--- config.mk ---
export PLATFORM = sky130hd
export DESIGN_NAME = rotation_matrix_to_quaternion_core
export DESIGN_NICKNAME = d
export VERILOG_FILES = /design/src/rtl/core/rmq_pkg.sv /design/src/rtl/core/rmq_prep.sv /design/src/rtl/core/rmq_cell.sv /design/src/rtl/core/rmq_post.sv /design/src/rtl/core/rotation_matrix_to_quaternion_core.sv
export SDC_FILE = /design/constraint.sdc
export NUM_CORES = 2
export LEC_CHECK = 0
export BUFFER_PORTS_ARGS = -buffer_cell sky130_fd_sc_hd__buf_2
export CAP_MARGIN = 5
export CORE_ASPECT_RATIO = 1.75
export CORE_MARGIN = 8
export CORE_UTILIZATION = 60
export DETAILED_ROUTE_END_ITERATION = 6
export GPL_ROUTABILITY_DRIVEN = 0
export PLACE_DENSITY_LB_ADDON = 0.1
export SYNTH_ARGS = -nofsm -noshare
export SYNTH_HDL_FRONTEND = slang
export SYNTH_SLANG_ARGS = --single-unit
--- constraint.sdc ---
create_clock -name clk -period 29.9 [get_ports clk]
set_input_delay 1.495 -clock clk [delete_from_list [all_inputs] [get_ports clk]]
set_output_delay 1.495 -clock clk [all_outputs]
set_load 0.01 [all_outputs]
--- src/rtl/core/rmq_pkg.sv ---
package rmq_pkg;

    localparam int FRAC_BITS_DEF = 14;
    localparam int ELEM_W        = 16;
    localparam int ELEM_CNT      = 9;
    localparam int IN_W          = ELEM_W * ELEM_CNT;
    localparam int QW_W          = 15;
    localparam int OUT_W         = 64;
    localparam int LANES         = 4;
    localparam int MAG_MAX       = 32767;

    localparam int LANE_W = 0;
    localparam int LANE_X = 1;
    localparam int LANE_Y = 2;
    localparam int LANE_Z = 3;

    typedef struct packed {
        logic neg_z;
        logic neg_y;
        logic neg_x;
    } sign_t;

endpackage

--- src/rtl/core/rmq_prep.sv ---
module rmq_prep
    import rmq_pkg::*;
#(
    parameter int FRAC_BITS = FRAC_BITS_DEF,
    parameter int SQ_W      = 16
)
(
    input  logic                                 clk,
    input  logic                                 rst_n,
    input  logic                                 in_valid,
    output logic                                 in_ready,
    input  logic [IN_W-1:0]                      in_data,
    output logic                                 out_valid,
    input  logic                                 out_ready,
    output logic [LANES-1:0][2*SQ_W-1:0]         out_rad,
    output sign_t                                out_sign
);

    localparam int RAD_W = ((FRAC_BITS > 17) ? FRAC_BITS : 17) + 2;
    localparam int UR_W  = RAD_W - 1;
    localparam logic [RAD_W-1:0] ONE = RAD_W'(64'd1 << FRAC_BITS);

    function automatic logic [RAD_W-1:0] sext(input logic [ELEM_W-1:0] e);
        sext = {{(RAD_W-ELEM_W){e[ELEM_W-1]}}, e};
    endfunction

    logic [RAD_W-1:0]                 a00;
    logic [RAD_W-1:0]                 a11;
    logic [RAD_W-1:0]                 a22;
    logic [LANES-1:0][RAD_W-1:0]      rad;
    logic [LANES-1:0][2*SQ_W-1:0]     rad_n;
    logic [ELEM_W:0]                  dx;
    logic [ELEM_W:0]                  dy;
    logic [ELEM_W:0]                  dz;
    logic                             en;
    logic                             valid_reg;
    logic                             valid_next;
    logic [LANES-1:0][2*SQ_W-1:0]     rad_reg;
    sign_t                            sign_reg;

    always_comb
    begin
        a00 = sext(in_data[0*ELEM_W +: ELEM_W]);
        a11 = sext(in_data[4*ELEM_W +: ELEM_W]);
        a22 = sext(in_data[8*ELEM_W +: ELEM_W]);
        rad[LANE_W] = ONE + a00 + a11 + a22;
        rad[LANE_X] = ONE + a00 - a11 - a22;
        rad[LANE_Y] = ONE - a00 + a11 - a22;
        rad[LANE_Z] = ONE - a00 - a11 + a22;
        for (int i = 0; i < LANES; i++)
        begin
            if (rad[i][RAD_W-1])
            begin
                rad_n[i] = '0;
            end
            else
            begin
                rad_n[i] = (2*SQ_W)'(rad[i][UR_W-1:0]) << FRAC_BITS;
            end
        end
        dx = {in_data[7*ELEM_W+ELEM_W-1], in_data[7*ELEM_W +: ELEM_W]}
           - {in_data[5*ELEM_W+ELEM_W-1], in_data[5*ELEM_W +: ELEM_W]};
        dy = {in_data[2*ELEM_W+ELEM_W-1], in_data[2*ELEM_W +: ELEM_W]}
           - {in_data[6*ELEM_W+ELEM_W-1], in_data[6*ELEM_W +: ELEM_W]};
        dz = {in_data[3*ELEM_W+ELEM_W-1], in_data[3*ELEM_W +: ELEM_W]}
           - {in_data[1*ELEM_W+ELEM_W-1], in_data[1*ELEM_W +: ELEM_W]};
    end

    assign en         = !valid_reg || out_ready;
    assign in_ready   = en;
    assign valid_next = en ? in_valid : valid_reg;

    always_ff @(posedge clk or negedge rst_n)
    begin
        if (!rst_n)
        begin
            valid_reg <= 1'b0;
        end
        else
        begin
            valid_reg <= valid_next;
        end
    end

    always_ff @(posedge clk)
    begin
        if (en && in_valid)
        begin
            rad_reg        <= rad_n;
            sign_reg.neg_x <= dx[ELEM_W];
            sign_reg.neg_y <= dy[ELEM_W];
            sign_reg.neg_z <= dz[ELEM_W];
        end
    end

    assign out_valid = valid_reg;
    assign out_rad   = rad_reg;
    assign out_sign  = sign_reg;

endmodule

--- src/rtl/core/rmq_cell.sv ---
module rmq_cell
    import rmq_pkg::*;
#(
    parameter int SQ_W = 16
)
(
    input  logic                             clk,
    input  logic                             rst_n,
    input  logic                             in_valid,
    output logic                             in_ready,
    input  logic [LANES-1:0][2*SQ_W-1:0]     in_rad,
    input  logic [LANES-1:0][SQ_W+1:0]       in_rem,
    input  logic [LANES-1:0][SQ_W-1:0]       in_root,
    input  sign_t                            in_sign,
    output logic                             out_valid,
    input  logic                             out_ready,
    output logic [LANES-1:0][2*SQ_W-1:0]     out_rad,
    output logic [LANES-1:0][SQ_W+1:0]       out_rem,
    output logic [LANES-1:0][SQ_W-1:0]       out_root,
    output sign_t                            out_sign
);

    localparam int REM_W = SQ_W + 2;
    localparam int CAT_W = REM_W + 2;

    logic [LANES-1:0][CAT_W-1:0]      cat;
    logic [LANES-1:0][CAT_W-1:0]      trial;
    logic [LANES-1:0]                 ge;
    logic [LANES-1:0][2*SQ_W-1:0]     rad_n;
    logic [LANES-1:0][REM_W-1:0]      rem_n;
    logic [LANES-1:0][SQ_W-1:0]       root_n;
    logic                             en;
    logic                             valid_reg;
    logic                             valid_next;
    logic [LANES-1:0][2*SQ_W-1:0]     rad_reg;
    logic [LANES-1:0][REM_W-1:0]      rem_reg;
    logic [LANES-1:0][SQ_W-1:0]       root_reg;
    sign_t                            sign_reg;

    // One bit of the root per cell: bring down two radicand bits and try 4q+1.
    always_comb
    begin
        for (int i = 0; i < LANES; i++)
        begin
            cat[i]    = {in_rem[i], in_rad[i][2*SQ_W-1 -: 2]};
            trial[i]  = CAT_W'({in_root[i], 2'b01});
            ge[i]     = cat[i] >= trial[i];
            rem_n[i]  = ge[i] ? REM_W'(cat[i] - trial[i]) : REM_W'(cat[i]);
            root_n[i] = {in_root[i][SQ_W-2:0], ge[i]};
            rad_n[i]  = in_rad[i] << 2;
        end
    end

    assign en         = !valid_reg || out_ready;
    assign in_ready   = en;
    assign valid_next = en ? in_valid : valid_reg;

    always_ff @(posedge clk or negedge rst_n)
    begin
        if (!rst_n)
        begin
            valid_reg <= 1'b0;
        end
        else
        begin
            valid_reg <= valid_next;
        end
    end

    always_ff @(posedge clk)
    begin
        if (en && in_valid)
        begin
            rad_reg  <= rad_n;
            rem_reg  <= rem_n;
            root_reg <= root_n;
            sign_reg <= in_sign;
        end
    end

    assign out_valid = valid_reg;
    assign out_rad   = rad_reg;
    assign out_rem   = rem_reg;
    assign out_root  = root_reg;
    assign out_sign  = sign_reg;

endmodule

--- src/rtl/core/rmq_post.sv ---
module rmq_post
    import rmq_pkg::*;
#(
    parameter int SQ_W = 16
)
(
    input  logic                          clk,
    input  logic                          rst_n,
    input  logic                          in_valid,
    output logic                          in_ready,
    input  logic [LANES-1:0][SQ_W-1:0]    in_root,
    input  sign_t                         in_sign,
    output logic                          out_valid,
    input  logic                          out_ready,
    output logic [OUT_W-1:0]              out_data
);

    localparam int MW = ((SQ_W - 1) > ELEM_W) ? (SQ_W - 1) : ELEM_W;

    logic [LANES-1:0][MW-1:0]      mag_ext;
    logic [LANES-1:0][QW_W-1:0]    mag;
    logic [LANES-1:0][ELEM_W-1:0]  mag_s;
    logic [ELEM_W-1:0]             qx;
    logic [ELEM_W-1:0]             qy;
    logic [ELEM_W-1:0]             qz;
    logic                          en;
    logic                          valid_reg;
    logic                          valid_next;
    logic [OUT_W-1:0]              data_reg;

    always_comb
    begin
        for (int i = 0; i < LANES; i++)
        begin
            mag_ext[i] = MW'(in_root[i] >> 1);
            if (mag_ext[i] > MW'(MAG_MAX))
            begin
                mag[i] = QW_W'(MAG_MAX);
            end
            else
            begin
                mag[i] = mag_ext[i][QW_W-1:0];
            end
            mag_s[i] = {1'b0, mag[i]};
        end
        qx = in_sign.neg_x ? (ELEM_W'(0) - mag_s[LANE_X]) : mag_s[LANE_X];
        qy = in_sign.neg_y ? (ELEM_W'(0) - mag_s[LANE_Y]) : mag_s[LANE_Y];
        qz = in_sign.neg_z ? (ELEM_W'(0) - mag_s[LANE_Z]) : mag_s[LANE_Z];
    end

    assign en         = !valid_reg || out_ready;
    assign in_ready   = en;
    assign valid_next = en ? in_valid : valid_reg;

    always_ff @(posedge clk or negedge rst_n)
    begin
        if (!rst_n)
        begin
            valid_reg <= 1'b0;
        end
        else
        begin
            valid_reg <= valid_next;
        end
    end

    always_ff @(posedge clk)
    begin
        if (en && in_valid)
        begin
            data_reg <= OUT_W'({qz, qy, qx, mag[LANE_W]});
        end
    end

    assign out_valid = valid_reg;
    assign out_data  = data_reg;

endmodule

--- src/rtl/core/rotation_matrix_to_quaternion_core.sv ---
// Structure: one register stage forms the radicands, one cell per root bit
// follows, and one stage saturates and applies the signs.
// Throughput: one word per cycle; each stage holds its word until the next frees.
// Reset: rst_n clears every stage's valid flag asynchronously; data is not reset.
module rotation_matrix_to_quaternion_core
    import rmq_pkg::*;
#(
    parameter int FRAC_BITS = FRAC_BITS_DEF
)
(
    input  logic               clk,
    input  logic               rst_n,
    input  logic               s_tvalid,
    output logic               s_tready,
    // m00, m01, m02, m10, m11, m12, m20, m21, m22, 16 bits each
    input  logic [IN_W-1:0]    s_tdata,
    output logic               m_tvalid,
    input  logic               m_tready,
    // quat_w (15), quat_x (16), quat_y (16), quat_z (16), one zero pad bit
    output logic [OUT_W-1:0]   m_tdata
);

    localparam int RAD_W = ((FRAC_BITS > 17) ? FRAC_BITS : 17) + 2;
    localparam int NW    = RAD_W - 1 + FRAC_BITS;
    localparam int SQ_W  = (NW + 1) / 2;
    localparam int NCELL = SQ_W;

    logic [NCELL:0]                             v_c;
    logic [NCELL:0]                             r_c;
    logic [NCELL:0][LANES-1:0][2*SQ_W-1:0]      rad_c;
    logic [NCELL:0][LANES-1:0][SQ_W+1:0]        rem_c;
    logic [NCELL:0][LANES-1:0][SQ_W-1:0]        root_c;
    sign_t [NCELL:0]                            sign_c;

    rmq_prep #(
        .FRAC_BITS (FRAC_BITS),
        .SQ_W      (SQ_W)
    ) u_prep (
        .clk       (clk),
        .rst_n     (rst_n),
        .in_valid  (s_tvalid),
        .in_ready  (s_tready),
        .in_data   (s_tdata),
        .out_valid (v_c[0]),
        .out_ready (r_c[0]),
        .out_rad   (rad_c[0]),
        .out_sign  (sign_c[0])
    );

    assign rem_c[0]  = '0;
    assign root_c[0] = '0;

    for (genvar g = 0; g < NCELL; g++)
    begin : g_cell
        rmq_cell #(
            .SQ_W (SQ_W)
        ) u_cell (
            .clk       (clk),
            .rst_n     (rst_n),
            .in_valid  (v_c[g]),
            .in_ready  (r_c[g]),
            .in_rad    (rad_c[g]),
            .in_rem    (rem_c[g]),
            .in_root   (root_c[g]),
            .in_sign   (sign_c[g]),
            .out_valid (v_c[g+1]),
            .out_ready (r_c[g+1]),
            .out_rad   (rad_c[g+1]),
            .out_rem   (rem_c[g+1]),
            .out_root  (root_c[g+1]),
            .out_sign  (sign_c[g+1])
        );
    end

    rmq_post #(
        .SQ_W (SQ_W)
    ) u_post (
        .clk       (clk),
        .rst_n     (rst_n),
        .in_valid  (v_c[NCELL]),
        .in_ready  (r_c[NCELL]),
        .in_root   (root_c[NCELL]),
        .in_sign   (sign_c[NCELL]),
        .out_valid (m_tvalid),
        .out_ready (m_tready),
        .out_data  (m_tdata)
    );

endmodule

==> reports/results.txt <==
commonest non-fill, non-tap cell in the layout: edfxtp_1
CTS Buf Count: 178
overall routing resource usage: 19.3%
post_cts resized: 0
Reg power frac: 48.7%
Hold/Removal Path Class: reg2reg
Final Routed Wirelength: 179000 um
vias per cell: 5.66
clock network power share: 26.6%
row cnt: 198
FFs w/ async S/R, synth: 0.928%
Hold Vio Cnt, Final: 0
antenna viol nets, final: 0
critical-path cell list: buf_2 > or3_1 > nor4_1 > nand3_1 > nor2_1 > xnor2_1 > ha_1 > nor4_1 > nand2_1 > o21ai_0 > nor2_1 > xor2_1 > ha_1 > a21o_1 > a311oi_1 > o211ai_1 > a41o_1 > a21o_1 > nand2_1 > nor2_1
clock latency on the worst-skew pair: 800 ps
failing checks: design-rule violations
Relative slew margins: 21.5%
max cap viols: 0
Root Driver: clkbuf_16
CP Class: in2reg
Detail Placement HPWL: 138000 um
worst-path maximum fanout: 15
dpl cells: 10600
Fmax: 165 MHz
CTS tree: built
Tcrit/Tclk final: 20.2%
P per Cell Area: 75.2 nW/um^2
Seq/Total Area, Yosys: 58.1%
Starting Density: 60.3%
drt drc: 11
Worst Hold Margin: 411 ps
most frequent cells in the layout: 1922 x edfxtp_1, 792 x inv_1, 693 x ha_1
core area: 166000 sq um
final non-filler cell total: 10900
largest net degree at the start of global routing: 91
Clock Sinks: 1940
vias: 61600
Sw Ratio: 28.7%
IO Pins: 214
drt pass-1 iters: 7
Worst VDD drop: 0.0000468 V
delay of the slowest critical-path stage: 530 ps
postcts setup bufs: 0
CTS Buffer Depth: 4
Leak: 0.0426 uW
Finished Core Util: 66.0%
cell area after layout: 110000 sq um
mean post-synth cell area: 12.1 sq um
die area: 181000 sq um
global-route wire length before repair: 293000 um
Worst Path Required: 30420 ps
Post-Synthesis Cell Area: 100000 sq um
Final setup viols: 0
max-slew violation count: 0
Die Ht: 557 um
Post-CTS Hold Buffers: 0
Setup crit start kind: input pin
share of layout cells above drive strength 1: 8.49%
Yosys Warn Count: 0
Layout area overhead: 9.39%
vias in the first global route: 64000
DR WL/cell: 16.4 um
Internal: 5880 uW
# nets final: 9428
RSZ-0062 raised after global routing: false
Remaining Overflow, GRT: 0
initial antenna violation count: 1
slowest cell on the critical path: nor4_1
cells after synthesis: 8245
Slew @ Worst Pin: 1170 ps
initial drt markers: 2718
most frequent CP cell: nor2_1
Net Switching: 2360 uW
Post-synth top flop: edfxtp_1
Placed Area: 104000 sq um
H-tree depth: 4
WP data arrival: 6560 ps
endpoint type of the worst setup path: flop
die width: 325 um
Worst Skew: 29.2 ps
Seq cells post-synth: 1940
Comb pwr share: 24.7%
setup TNS: 0 ps
EDFF count, synth: 1922
Port-buffer cells: 212
Tmin final: 6050 ps
outcome: finished with violations
Synth cell types: 90
clock-pin transition on the worst setup and hold timing paths: 60 ps
-- logic make-up (layout without fill, tap and decap cells) --
kind of cell    Yosys count  count (layout)  synth area share [%]
compound gates         1579            1579                  9.93
xor+xnor                769             769                  6.72
fa+ha+maj               721             721                  9.22
buf+inv                 922            1361                  3.47
flops                  1940            1940                  58.1
mux                     159             159                  1.76
other cells               1               7               0.00374
simple gates           2154            2154                  10.8
-- routing by layer --
metal | vias up | GRT usage, % | wire (um)
met5 | - | 0 | 0
met4 | 0 | 11.6 | 11500
met3 | 603 | 2.76 | 5960
met2 | 1231 | 40.8 | 103000
met1 | 29100 | 16.2 | 57700
li1 | 30700 | - | -
-- critical path, delay by kind of cell --
| family | cells | cell delay (ps) |
|---|---|---|
| buffers and inverters | 1 | 140 |
| AOI/OAI and AO/OA | 6 | 1470 |
| xor gates and xnor gates | 2 | 340 |
| and+or+nand+nor | 9 | 2390 |
| adders and majority gates | 2 | 730 |
-- layout make-up --
type	count	area [sq um]
multi-input combinational	5387	38700
tap	2200	2750
timing repair buffer	257	1400
clock buffer	216	4660
sequential	1940	58200
clock inverter	93	947
inverter	795	2980
fill	12100	56400
antenna	2	5.00
-- flip-flops by register name, summed over array words and instances, names as in the netlist --
name,count
g_cell.u_cell.out_rad,288
g_cell.u_cell.out_valid,16
u_prep.out_valid,1
u_prep.out_rad,72
g_cell.u_cell.out_root,540
g_cell.u_cell.out_sign,48
u_post.out_valid,1
g_cell.u_cell.out_rem,908
u_post.out_data,63
u_prep.out_sign,3
-- worst paths after layout --
| kind | cells past startpoint | from | end | slack (ps) |
|---|---|---|---|---|
| min | 0 | g_cell[1].u_cell.out_rad[60] | g_cell[2].u_cell.out_rad[62] | 410 |
| max in group asynchronous | 1 | rst_n | g_cell[9].u_cell.out_valid | 28840 |
| max reg2reg | 9 | u_post.out_valid | g_cell[1].u_cell.out_rad[95] | 25840 |
| min in group asynchronous | 1 | rst_n | g_cell[15].u_cell.out_valid | 680 |
| min reg2reg | 0 | g_cell[1].u_cell.out_rad[60] | g_cell[2].u_cell.out_rad[62] | 410 |
| max | 20 | s_tdata[5] | u_prep.out_rad[85] | 23850 |
-- Yosys cell counts, drive strengths merged (44+ instances only) --
cell,n,area [sq um]
a211oi,67,508
a21o,141,1060
a21oi,429,2150
clkbuf,114,428
edfxtp,1922,57700
ha,693,8670
inv,795,2980
mux2,138,1550
nand2,474,1780
nand2b,119,744
nand3,117,586
nand4,50,313
nor2,544,2040
nor2b,100,626
nor3,256,1310
nor4,116,766
o21a,143,1070
o21ai,402,2010
o21bai,49,368
o31ai,68,510
or2,44,275
or3,99,629
or4,55,420
xnor2,441,3860
xor2,328,2870
-- through the flow --
step	power [uW]	setup slack [ps]
global route	8700	23460
CTS	8300	23960
detailed placement	6100	23170
global placement	6000	23270
finish	8240	23850
floorplan	5610	17860
-- power by group through the flow --
stage | Combinational, uW | Sequential (uW) | Clock, uW
floorplan | 1580 | 4020 | 0
global placement | 1950 | 4040 | 0
CTS | 2040 | 4010 | 2250
detailed placement | 2030 | 4070 | 0
global route | 2290 | 4070 | 2340
finish | 2040 | 4010 | 2190
Power figures use the tool's default switching activity.
